`config.mk`:
```
export PLATFORM = sky130hd
export DESIGN_NAME = lgm_blend
export DESIGN_NICKNAME = d
export VERILOG_FILES = /design/src/design/lgm_pkg.sv /design/src/design/lgm_blend.sv
export SDC_FILE = /design/constraint.sdc
export NUM_CORES = 2
export LEC_CHECK = 0
export BUFFER_PORTS_ARGS = -buffer_cell sky130_fd_sc_hd__buf_2
export CAP_MARGIN = 20
export CORE_MARGIN = 2
export CORE_UTILIZATION = 51
export DETAILED_ROUTE_END_ITERATION = 8
export PLACE_DENSITY = 0.76
export SLEW_MARGIN = 20
export SYNTH_ARGS = -nofsm -noshare
export SYNTH_HDL_FRONTEND = slang
export SYNTH_SLANG_ARGS = --single-unit
```
`constraint.sdc`:
```
create_clock -name clk -period 6.75 [get_ports clk]
set_input_delay 1.35 -clock clk [delete_from_list [all_inputs] [get_ports clk]]
set_output_delay 1.35 -clock clk [all_outputs]
set_load 0.1 [all_outputs]
```
`src/design/lgm_pkg.sv`:
```
package lgm_pkg;

  localparam int FRAC_BITS = 16;
  localparam int Q_W       = FRAC_BITS + 1;
  localparam logic [Q_W-1:0] ONE_Q = {1'b1, {FRAC_BITS{1'b0}}};

  localparam int CH_W      = 8;
  localparam int COLOR_W   = 3 * CH_W;
  localparam int CFG_W     = COLOR_W;
  localparam int CFG_IDX_W = 3;

  localparam int LUMA_SHIFT = 16;
  localparam int PROD_W     = 24;
  localparam logic [15:0] LUMA_R_COEF = 16'd19595;
  localparam logic [15:0] LUMA_G_COEF = 16'd38470;
  localparam logic [15:0] LUMA_B_COEF = 16'd7471;
  localparam logic [CH_W-1:0] LUMA_MAX = 8'hFF;

  localparam int BLEND_W = Q_W + CH_W;

  localparam logic [COLOR_W-1:0] COLOR_A_RST = 24'h000080;
  localparam logic [COLOR_W-1:0] COLOR_B_RST = 24'hFF00FF;
  localparam logic [COLOR_W-1:0] COLOR_C_RST = 24'h00FFFF;
  localparam logic [COLOR_W-1:0] COLOR_D_RST = 24'hFFFFFF;
  localparam logic [Q_W-1:0]     SPLIT_LOW_RST  = 17'd21627;
  localparam logic [Q_W-1:0]     SPLIT_HIGH_RST = 17'd43254;

  typedef enum logic [CFG_IDX_W-1:0] {
    CFG_COLOR_A    = 3'd0,
    CFG_COLOR_B    = 3'd1,
    CFG_COLOR_C    = 3'd2,
    CFG_COLOR_D    = 3'd3,
    CFG_SPLIT_LOW  = 3'd4,
    CFG_SPLIT_HIGH = 3'd5,
    CFG_ENABLE     = 3'd6,
    CFG_GRAY       = 3'd7
  } cfg_idx_t;

  typedef struct packed {
    logic [CH_W-1:0] red;
    logic [CH_W-1:0] green;
    logic [CH_W-1:0] blue;
  } rgb_t;

  typedef struct packed {
    rgb_t lo;
    rgb_t hi;
  } ends_t;

  typedef struct packed {
    logic [Q_W-1:0] num;
    logic [Q_W-1:0] den;
    ends_t          ends;
  } div_in_t;

  typedef struct packed {
    logic [Q_W-1:0] amount;
    ends_t          ends;
  } div_out_t;

  typedef struct packed {
    rgb_t           color_a;
    rgb_t           color_b;
    rgb_t           color_c;
    rgb_t           color_d;
    logic [Q_W-1:0] split_low;
    logic [Q_W-1:0] split_high;
    logic           effect_enable;
    logic           gray_input;
  } cfg_t;

endpackage

```
`src/design/lgm_blend.sv`:
```
module lgm_blend (
  input  logic                clk,
  input  logic                rst_n,
  input  logic                en,
  input  logic                gray,
  input  logic                in_valid,
  input  lgm_pkg::div_out_t   in_data,
  output logic                out_valid,
  output lgm_pkg::rgb_t       out_pix
);

  logic [lgm_pkg::CH_W-1:0]    lo_ch [3];
  logic [lgm_pkg::CH_W-1:0]    hi_ch [3];
  logic [lgm_pkg::Q_W-1:0]     w_lo;
  logic [lgm_pkg::BLEND_W-1:0] plo_nxt [3];
  logic [lgm_pkg::BLEND_W-1:0] phi_nxt [3];
  logic                        v1_r;
  logic [lgm_pkg::BLEND_W-1:0] plo_r [3];
  logic [lgm_pkg::BLEND_W-1:0] phi_r [3];

  logic [lgm_pkg::BLEND_W:0]   sum [3];
  logic [lgm_pkg::CH_W-1:0]    ch  [3];
  lgm_pkg::rgb_t               pix_nxt;
  logic                        v2_r;
  lgm_pkg::rgb_t               pix_r;

  assign lo_ch[0] = in_data.ends.lo.red;
  assign lo_ch[1] = in_data.ends.lo.green;
  assign lo_ch[2] = in_data.ends.lo.blue;
  assign hi_ch[0] = in_data.ends.hi.red;
  assign hi_ch[1] = in_data.ends.hi.green;
  assign hi_ch[2] = in_data.ends.hi.blue;
  assign w_lo     = lgm_pkg::ONE_Q - in_data.amount;

  always_comb begin
    for (int c = 0; c < 3; c++) begin
      plo_nxt[c] = lgm_pkg::BLEND_W'(lo_ch[c]) * lgm_pkg::BLEND_W'(w_lo);
      phi_nxt[c] = lgm_pkg::BLEND_W'(hi_ch[c]) * lgm_pkg::BLEND_W'(in_data.amount);
    end
  end

  always_ff @(posedge clk) begin
    if (!rst_n) begin
      v1_r <= 1'b0;
    end else if (en) begin
      v1_r <= in_valid;
    end
    if (en) begin
      plo_r <= plo_nxt;
      phi_r <= phi_nxt;
    end
  end

  always_comb begin
    for (int c = 0; c < 3; c++) begin
      sum[c] = {1'b0, plo_r[c]} + {1'b0, phi_r[c]};
      ch[c]  = sum[c][lgm_pkg::FRAC_BITS +: lgm_pkg::CH_W];
    end
    pix_nxt.red   = ch[0];
    pix_nxt.green = gray ? ch[0] : ch[1];
    pix_nxt.blue  = gray ? ch[0] : ch[2];
  end

  always_ff @(posedge clk) begin
    if (!rst_n) begin
      v2_r <= 1'b0;
    end else if (en) begin
      v2_r <= v1_r;
    end
    if (en) begin
      pix_r <= pix_nxt;
    end
  end

  assign out_valid = v2_r;
  assign out_pix   = pix_r;

endmodule

```
==> results by group <==
Status
  – Status: finished, final reports clean

Timing
  – RSZ-0062 raised after global routing: yes
  – Highest clock rate: 0.150 GHz
  – Final critical-path required period: 6.68 ns
  – Slew HR: 0.233
  – Slew Limit Fails: 0
  – Worst Tran Pin Value: 1.15 ns
  – Final Worst Setup Slack: 0.0688 ns
  – Final Hold Viols: 0
  – Final hold slack: 0.520 ns
  – Layout Skew: 0.0129 ns
  – Final Cycle Share: 0.990
  – Final number of setup-violating endpoints: 0

Setup path
  – CP Data Arrival Time: 6.89 ns
  – CP Max Fanout: 6
  – Crit. End Element: flop
  – Worst endpoint required time: 6.96 ns
  – CP Class: input pin to flop
  – Nature of the critical path startpoint: input pin

Placement
  – Routability congestion estimate: 0.884
  – Hpwl dp: 61.8 mm
  – Pre-CTS setup slack: -0.583 ns
  – I/O Buffers: 94

GRT
  – Vias in the first global route: 25700
  – Gr usage total: 0.256
  – Pin count of the biggest net entering global routing: 171
  – Grt met3 use: 0.0421
  – Global route overflow: 0
  – Met1 global-route usage: 0.321
  – Initial antenna violation count: 6
  – Met2 Usage GRT: 0.448
  – GRT busiest layer: met2
  – First-pass GRT wire length: 128 mm

Logic synthesis
  – Seq/Total Area, Yosys: 0.160
  – Async SR Flop Fraction: 0
  – Seq cells post-synth: 170
  – Synth unique cells: 65
  – Most area-hungry cell type in the Yosys netlist: fa_1
  – Synth top area cells: fa_1 34%, edfxtp_1 16%, ha_1 13%, and2_1 10%, inv_1 6.5%
  – Yosys warnings: 0
  – Yosys top cell area share: 0.336
  – EDFF count, synth: 168
  – Avg Cell Area, Syn: 9.54 µm²
  – Mapped Area: 0.0319 mm²
  – Prevailing post-synth register cell: edfxtp_1
  – Syn Inst Count: 3341
  – Count leader, synth: inv_1
  – Mapped Nets: 4270
  – Synth top cells by count: 555 x inv_1, 534 x fa_1, 523 x and2_1

Route
  – Drt pass-1 iters: 7
  – Remaining antenna violation count: 0
  – Total Routed Length: 78.6 mm
  – DR DRC count: 0
  – DRT iter0 DRCs: 1323
  – DR vias/cell: 5.43
  – WL/cell: 18.0 µm
  – Vias post-DR: 23700

Power and ir drop
  – Total Power: 15.2 mW
  – Maximum vdd drop: 0.656 mV
  – Power per cell area: 428 mW/mm²
  – Leak Pwr: 17.0 nW

CTS
  – Sink Count: 170
  – H-tree depth: 4
  – Hold Buf Count CTS: 0
  – Root buf cell: clkbuf_16
  – Skew-Pair Late Insertion Delay: 0.45 ns
  – Reg clk slew, reported paths: 0.08 ns
  – CTS buffer count: 17
  – Max Buffers Root-to-Sink: 2
  – CTS tree: yes

Floorplanning
  – Die Area: 0.0645 mm²
  – Row cnt: 91
  – Die H: 254 µm
  – Starting Density: 0.516
  – IO Count: 95
  – Die Wd: 254 µm
  – Core Box Area: 0.0617 mm²

Layout
  – P&R area growth vs syn: 11.6%
  – Layout cells sized above 1: 0.118
  – Layout Nets: 4441
  – Fin util: 0.576

Job
  – Max-cap violations: 0

Hold path
  – HP Class: flop to flop
-- logic make-up after synthesis --
group | count (synthesis) | synth area share
simple gates | 1112 | 0.182
xor+xnor | 161 | 0.0449
mux | 3 | 0.000943
buf+inv | 701 | 0.0827
compound gates | 335 | 0.0668
fa+ha+maj | 859 | 0.463
flops | 170 | 0.160
-- final cells by class --
class / instances / area, µm²
well taps: 837 / 1050
repair buffers: 298 / 2130
multi-input cells: 2470 / 24600
flip-flops and latches: 170 / 5080
fillers: 5237 / 26100
inverters: 555 / 2080
clock inverters: 15 / 190
clock buffers: 17 / 425
diodes: 2 / 5.00
-- stage by stage --
step	setup TNS [ns]	instances	cell area, µm²
after floorplan	-0.389	3341	32100
after global placement	-5.52	4316	34600
after detailed placement	-9.26	4316	34600
after CTS	0	4348	35200
after global routing	-0.338	4362	35600
final	0	4364	35600
-- power by group --
part	switching [mW]	total (mW)	leakage, nW	internal [mW]
clock network	0.481	1.02	0.302	0.536
logic	6.63	11.8	15.0	5.15
registers	0.215	2.41	1.66	2.20
-- critical path, stage by stage --
cell and delay (ns):
buf_2 0.10, or4_4 0.64, nor4_4 0.17, buf_4 0.18
nand2_4 0.09, nor3_4 0.21, xnor2_4 0.16, and2_1 0.21
fa_1 0.51, fa_1 0.57, fa_1 0.42, fa_1 0.45
ha_1 0.30, a21o_1 0.19, a21oi_2 0.17, nor3b_4 0.24
a211oi_2 0.11, or3_4 0.35, a31o_2 0.22, a21oi_2 0.14
xnor2_1 0.08
-- registers in the layout, indices dropped and copies added (netlist names) --
register   count
v1_r           1
out_pix       24
plo_r         72
out_valid      1
phi_r         72
-- timing repair --
item / in CTS / in global routing
buffers inserted: 0 / 12
endpoints found under the setup margin: 4 / 13
pin swaps: 1 / 14
resized for setup: 3 / 44
gates cloned: 0 / 2
-- cells in the final DEF (no fill, tap or decap), types with 8 or more instances in the layout --
cell and count:
a21o_1 42, a21oi_1 89, a21oi_2 11, a31oi_1 10, and2_1 517, and3_1 8
buf_12 8, buf_2 95, buf_4 188, clkbuf_16 17, edfxtp_1 168, fa_1 531
ha_1 317, inv_1 554, nand2_1 367, nand2b_1 11, nand3_1 20, nand4_1 8
nor2_1 86, nor2b_1 13, nor3_1 27, o211ai_1 9, o21a_1 18, o21ai_0 70
o21bai_1 18, or3_1 9, xnor2_1 117, xor2_1 29
-- final timing paths --
path | from | endpoint | slack, ns | depth (start not counted)
setup / recovery | in_data[53] | plo_r[48]$_DFFE_PP_ | 0.07 | 21
hold / removal | out_valid$_SDFFE_PN0P_ | out_valid$_SDFFE_PN0P_ | 0.52 | 2
setup reg to reg | plo_r[7]$_DFFE_PP_ | out_pix[6]$_DFFE_PP_ | 3.30 | 10
hold reg to reg | out_valid$_SDFFE_PN0P_ | out_valid$_SDFFE_PN0P_ | 0.52 | 2
-- routing by layer --
metal / share of wire / wire, µm
met1: 0.40 / 31400
met2: 0.50 / 39000
met3: 0.071 / 5590
met4: 0.034 / 2660
met5: 0.00033 / 26
No activity file was read; power rests on OpenSTA's default activity.
