<file path="config.mk">
export PLATFORM = sky130hd
export DESIGN_NAME = lgm_div
export DESIGN_NICKNAME = d
export VERILOG_FILES = /design/src/design/lgm_pkg.sv /design/src/design/lgm_div.sv
export SDC_FILE = /design/constraint.sdc
export NUM_CORES = 2
export LEC_CHECK = 0
export BUFFER_PORTS_ARGS = -buffer_cell sky130_fd_sc_hd__buf_4
export CELL_PAD_IN_SITES_DETAIL_PLACEMENT = 0
export CELL_PAD_IN_SITES_GLOBAL_PLACEMENT = 1
export CORE_MARGIN = 2
export CORE_UTILIZATION = 35
export CTS_BUF_LIST = sky130_fd_sc_hd__clkbuf_2
export CTS_CLUSTER_SIZE = 10
export DETAILED_ROUTE_END_ITERATION = 16
export PLACE_DENSITY = 0.52
export SYNTH_ARGS = -nofsm -noshare
export SYNTH_HDL_FRONTEND = slang
export SYNTH_SLANG_ARGS = --single-unit
</file>
<file path="constraint.sdc">
create_clock -name clk -period 5.5 [get_ports clk]
set_input_delay 1.65 -clock clk [delete_from_list [all_inputs] [get_ports clk]]
set_output_delay 1.65 -clock clk [all_outputs]
set_load 0.005 [all_outputs]
</file>
<file path="src/design/lgm_pkg.sv">
package lgm_pkg;

  localparam int FRAC_BITS = 16;
  localparam int Q_W       = FRAC_BITS + 1;
  localparam logic [Q_W-1:0] ONE_Q = {1'b1, {FRAC_BITS{1'b0}}};

  localparam int CH_W      = 8;
  localparam int COLOR_W   = 3 * CH_W;
  localparam int CFG_W     = COLOR_W;
  localparam int CFG_IDX_W = 3;

  localparam int LUMA_SHIFT = 16;
  localparam int PROD_W     = 24;
  localparam logic [15:0] LUMA_R_COEF = 16'd19595;
  localparam logic [15:0] LUMA_G_COEF = 16'd38470;
  localparam logic [15:0] LUMA_B_COEF = 16'd7471;
  localparam logic [CH_W-1:0] LUMA_MAX = 8'hFF;

  localparam int BLEND_W = Q_W + CH_W;

  localparam logic [COLOR_W-1:0] COLOR_A_RST = 24'h000080;
  localparam logic [COLOR_W-1:0] COLOR_B_RST = 24'hFF00FF;
  localparam logic [COLOR_W-1:0] COLOR_C_RST = 24'h00FFFF;
  localparam logic [COLOR_W-1:0] COLOR_D_RST = 24'hFFFFFF;
  localparam logic [Q_W-1:0]     SPLIT_LOW_RST  = 17'd21627;
  localparam logic [Q_W-1:0]     SPLIT_HIGH_RST = 17'd43254;

  typedef enum logic [CFG_IDX_W-1:0] {
    CFG_COLOR_A    = 3'd0,
    CFG_COLOR_B    = 3'd1,
    CFG_COLOR_C    = 3'd2,
    CFG_COLOR_D    = 3'd3,
    CFG_SPLIT_LOW  = 3'd4,
    CFG_SPLIT_HIGH = 3'd5,
    CFG_ENABLE     = 3'd6,
    CFG_GRAY       = 3'd7
  } cfg_idx_t;

  typedef struct packed {
    logic [CH_W-1:0] red;
    logic [CH_W-1:0] green;
    logic [CH_W-1:0] blue;
  } rgb_t;

  typedef struct packed {
    rgb_t lo;
    rgb_t hi;
  } ends_t;

  typedef struct packed {
    logic [Q_W-1:0] num;
    logic [Q_W-1:0] den;
    ends_t          ends;
  } div_in_t;

  typedef struct packed {
    logic [Q_W-1:0] amount;
    ends_t          ends;
  } div_out_t;

  typedef struct packed {
    rgb_t           color_a;
    rgb_t           color_b;
    rgb_t           color_c;
    rgb_t           color_d;
    logic [Q_W-1:0] split_low;
    logic [Q_W-1:0] split_high;
    logic           effect_enable;
    logic           gray_input;
  } cfg_t;

endpackage

</file>
<file path="src/design/lgm_div.sv">
module lgm_div (
  input  logic                clk,
  input  logic                rst_n,
  input  logic                en,
  input  logic                in_valid,
  input  lgm_pkg::div_in_t    in_data,
  output logic                out_valid,
  output lgm_pkg::div_out_t   out_data
);

  logic                     v_r    [lgm_pkg::Q_W];
  logic [lgm_pkg::Q_W-1:0]  rem_r  [lgm_pkg::Q_W];
  logic [lgm_pkg::Q_W-1:0]  den_r  [lgm_pkg::Q_W];
  logic [lgm_pkg::Q_W-1:0]  quo_r  [lgm_pkg::Q_W];
  lgm_pkg::ends_t           ends_r [lgm_pkg::Q_W];

  // Restoring division, one quotient bit per stage, most significant first.
  // The numerator never exceeds the divisor, so the quotient fits in Q_W bits.
  for (genvar k = 0; k < lgm_pkg::Q_W; k++) begin : g_stage
    logic [lgm_pkg::Q_W:0]   x;
    logic [lgm_pkg::Q_W-1:0] d_in, q_in, rem_nxt, quo_nxt;
    logic                    v_in, ge;
    lgm_pkg::ends_t          e_in;

    if (k == 0) begin : g_first
      assign x    = {1'b0, in_data.num};
      assign d_in = in_data.den;
      assign q_in = '0;
      assign v_in = in_valid;
      assign e_in = in_data.ends;
    end else begin : g_next
      assign x    = {rem_r[k-1], 1'b0};
      assign d_in = den_r[k-1];
      assign q_in = quo_r[k-1];
      assign v_in = v_r[k-1];
      assign e_in = ends_r[k-1];
    end

    always_comb begin
      ge      = x >= {1'b0, d_in};
      rem_nxt = ge ? lgm_pkg::Q_W'(x - {1'b0, d_in}) : lgm_pkg::Q_W'(x);
      quo_nxt = q_in;
      quo_nxt[lgm_pkg::Q_W-1-k] = ge;
    end

    always_ff @(posedge clk) begin
      if (!rst_n) begin
        v_r[k] <= 1'b0;
      end else if (en) begin
        v_r[k] <= v_in;
      end
      if (en) begin
        rem_r[k]  <= rem_nxt;
        den_r[k]  <= d_in;
        quo_r[k]  <= quo_nxt;
        ends_r[k] <= e_in;
      end
    end
  end

  assign out_valid       = v_r[lgm_pkg::Q_W-1];
  assign out_data.amount = quo_r[lgm_pkg::Q_W-1];
  assign out_data.ends   = ends_r[lgm_pkg::Q_W-1];

endmodule

</file>
==> run_results.csv <==
group,metric,value,unit
status,outcome,"complete, no violations",
synth,ys.flop_type,"edfxtp_1",
global_route,antenna_found_initial,3,
synth,ys_seq_area_share,72.5,%
floorplanning,die_h,429,µm
pwr,intPower,22.8,mW
timing,fmax,241,MHz
job,drv_cap,0,
synth,yosysMostFrequentCell,"edfxtp_1",
global_route,grt_first_pass_wirelength,183000,µm
place,port_buffers,151,
route,wl,112000,µm
global_route,grt.total_usage,12.3,%
clock_network,cts_resized,0,
pwr,combPwrFrac,30.7,%
route,met2WireLength,58900,µm
synth,synth_top_family_by_area,"compound AO/OA/AOI/OAI gates",
route,drcViolationCount,0,
setup_path,worst_path_max_delay_cell,"edfxtp_1",
synth,muxShareOfSynthArea,2.03,%
timing,drv_slew,0,
timing,skew,157,ps
synth,synth-edff-count,1529,
pwr,clkPwrFrac,22.1,%
route,wl_met1,44400,µm
setup_path,crit_path_start,"ends_r[1][46]",
timing,finalHoldViolCount,0,
synth,synth_common_cells,"1529 x edfxtp_1, 370 x inv_1, 288 x ha_1, 266 x o21ai_0, 250 x nand2_1",
min_path,min-delay-start,"ends_r[0][534]",
clock_network,htreeDepth,5,
timing,tightest_slew,1200,ps
setup_path,timing.rr.start,"rem_r[0][69]",
synth,synth_area_leader_cell,"edfxtp_1",
floorplanning,die_w,429,µm
route,top_layer_used,"met4",
clock_network,cts_setup_buffers,0,
clock_network,clk_pin_slew,90,ps
setup_path,crit_fanout,1,
setup_path,required,3850,ps
timing,min_period,4150,ps
synth,yosysUniqueCellTypes,80,
clock_network,cts.path.max_buffers,4,
synth,yosys_register_bits,1530,
pwr,netSwitchingFraction,32.5,%
layout,drive_above_1_share,19.0,%
global_route,grt_pass1_vias,36000,
floorplanning,io_pins,152,
setup_path,regToRegSetupSlack,1700,ps
synth,yosysTopAreaCellShare,72.5,%
floorplanning,initial_core_util,35.1,%
layout,syn_to_final_growth,13.7,%
synth,async_flop_share,0,%
synth,synthSimpleGateAreaFrac,5.90,%
layout,fin_area,0.0721,mm²
pwr,seq_power_share,47.2,%
timing,slew_headroom,20.2,%
floorplanning,placementRows,156,
layout,fillers,17100,
route,wl_per_cell,15.1,µm
setup_path,crit_cells,1,
setup_path,critPathCapture,"out_data[46]",
synth,synthCells,4166,
setup_path,worst_setup_path_end_kind,"primary output",
pwr,p_per_area,469,mW/mm²
route,final_antenna_net_count,0,
clock_network,cts_buffers,420,
timing,tns,0,ps
floorplanning,coreArea,0.180,mm²
setup_path,worstSetupPathType,"register to primary output",
floorplanning,dieArea,0.184,mm²
clock_network,clock-sinks,1530,
route,drt-pass1-iter-count,5,
setup_path,crit_arrival,2500,ps
pwr,p_leak,27.8,nW
setup_path,cpPeakStageDelay,510,ps
global_route,grt-ovfl-total,0,
route,drt_iter0_markers,1603,
clock_network,clock_latency,1790,ps
setup_path,rr_endpoint,"rem_r[0][94]",
synth,synth_compound_area_share,8.27,%
route,wl_met3,5380,µm
pwr,peakVddDrop,0.243,mV
pwr,p_sw,11.0,mW
timing,fin_crit_sh,75.4,%
setup_path,ff2ff_path_depth,8,
synth,avgSynthCellArea,15.2,µm²
timing,setup_viol,0,
setup_path,critPathBufInv,1,
clock_network,cts-root-buf,"clkbuf_2",
place,place_congestion,0.806,
setup_path,start_kind,"register",
synth,synthAdderAreaFrac,6.19,%
synth,yosys-top-cells-area,"edfxtp_1 72%, ha_1 5.7%, inv_1 2.2%",
place,placed_area,0.0677,mm²
place,dp_hpwl,74800,µm
synth,syn_area,0.0634,mm²
route,viasPerCell,4.59,
global_route,grt_max_degree,131,
clock_network,cts_tree,"done",
timing,rsz0062_at_grt,"false",
synth,ys_warn_count,0,
setup_path,crit_family,"flip-flops",
min_path,hp-class,"register to register",
setup_path,cp_cell_sequence,"buf_4",
synth,synth_nets,4556,
route,num_vias,34200,
synth,synth_xor_xnor_area_share,2.53,%
layout,final_nets,5199,
[cell usage in the layout, fill, tap and decap left out, types with 32 or more instances in the layout]
cell and instances:
inv_1 370, and3_1 32, clkbuf_2 614, edfxtp_1 1529, nor3_1 52, o21a_1 61, mux2_2 94, nand3_1 33
nand2_1 250, nor2b_1 44, o31ai_1 43, a21oi_1 203, buf_4 178, dlygate4sd3_1 86, xor2_1 75, xnor2_1 108
a21o_1 66, clkinv_1 53, nor2_1 187, o21ai_0 266, nand2b_1 47, ha_1 288
[repair_timing]
item | 4_1_cts | 5_1_grt
setup endpoints to repair | 0 | 0
endpoints found under the hold margin | 102 | 0
hold buffers | 86 | 0
[power groups by stage]
stage                     Sequential (mW)  Combinational (mW)  Clock [mW]
after floorplan                      15.9                7.92           0
after global placement               16.3                10.4           0
after detailed placement             16.3                10.4           0
after CTS                            16.0                10.5        8.06
after global routing                 16.2                11.8        8.63
final                                15.9                10.4        7.45
[layout make-up]
type	instances	area, µm²	area share [%]
tap	2370	2970	4.12
antenna	11	27.5	0.0382
clock buffer	614	3070	4.26
sequential	1530	45900	63.8
timing repair buffer	279	2500	3.48
multi-input combinational	2208	15800	21.9
inverter	370	1390	1.93
clock inverter	70	343	0.476
[registers in the layout, indices dropped and copies added (netlist names)]
register,flops
v_r,17
ends_r,816
quo_r,153
den_r,272
rem_r,272
[kinds of logic (layout without fill, tap and decap cells)]
logic type / count (synthesis) / in the layout
DFF: 1530 / 1530
AOI/OAI and AO/OA: 836 / 836
xor gates and xnor gates: 183 / 183
and+or+nand+nor: 771 / 771
muxes: 114 / 114
buffers and inverters: 428 / 1333
other: 0 / 11
adders and majority gates: 304 / 304
[metrics by stage]
step / hold slack (ps) / instances / setup slack, ps / utilization [%] / power, mW
floorplan: 400 / 4166 / 1650 / - / 23.8
global placement: 400 / 6671 / 1020 / 37.6 / 26.6
detailed placement: 405 / 6671 / 1030 / 37.6 / 26.7
CTS: 108 / 7441 / 872 / 39.9 / 34.6
global route: 152 / 7452 / 898 / 40.0 / 36.6
finish: 296 / 7452 / 1350 / 40.0 / 33.8
[metal layers]
metal / GRT usage [%] / vias up
met5: 0 / -
met4: 5.77 / 0
met3: 3.64 / 303
met2: 22.2 / 633
met1: 13.1 / 16100
li1: - / 17200
[how the worst min path moves through the flow]
stage	endpoint	slack, ps	depth (start not counted)
2_1_floorplan	ends_r[0][100]	400	0
3_3_place_gp	ends_r[0][192]	400	0
3_5_place_dp	ends_r[0][124]	400	0
4_1_cts	ends_r[0][36]	110	2
5_1_grt	ends_r[0][36]	150	2
6_report	ends_r[0][582]	300	0
(Power assumes the default switching activity.)
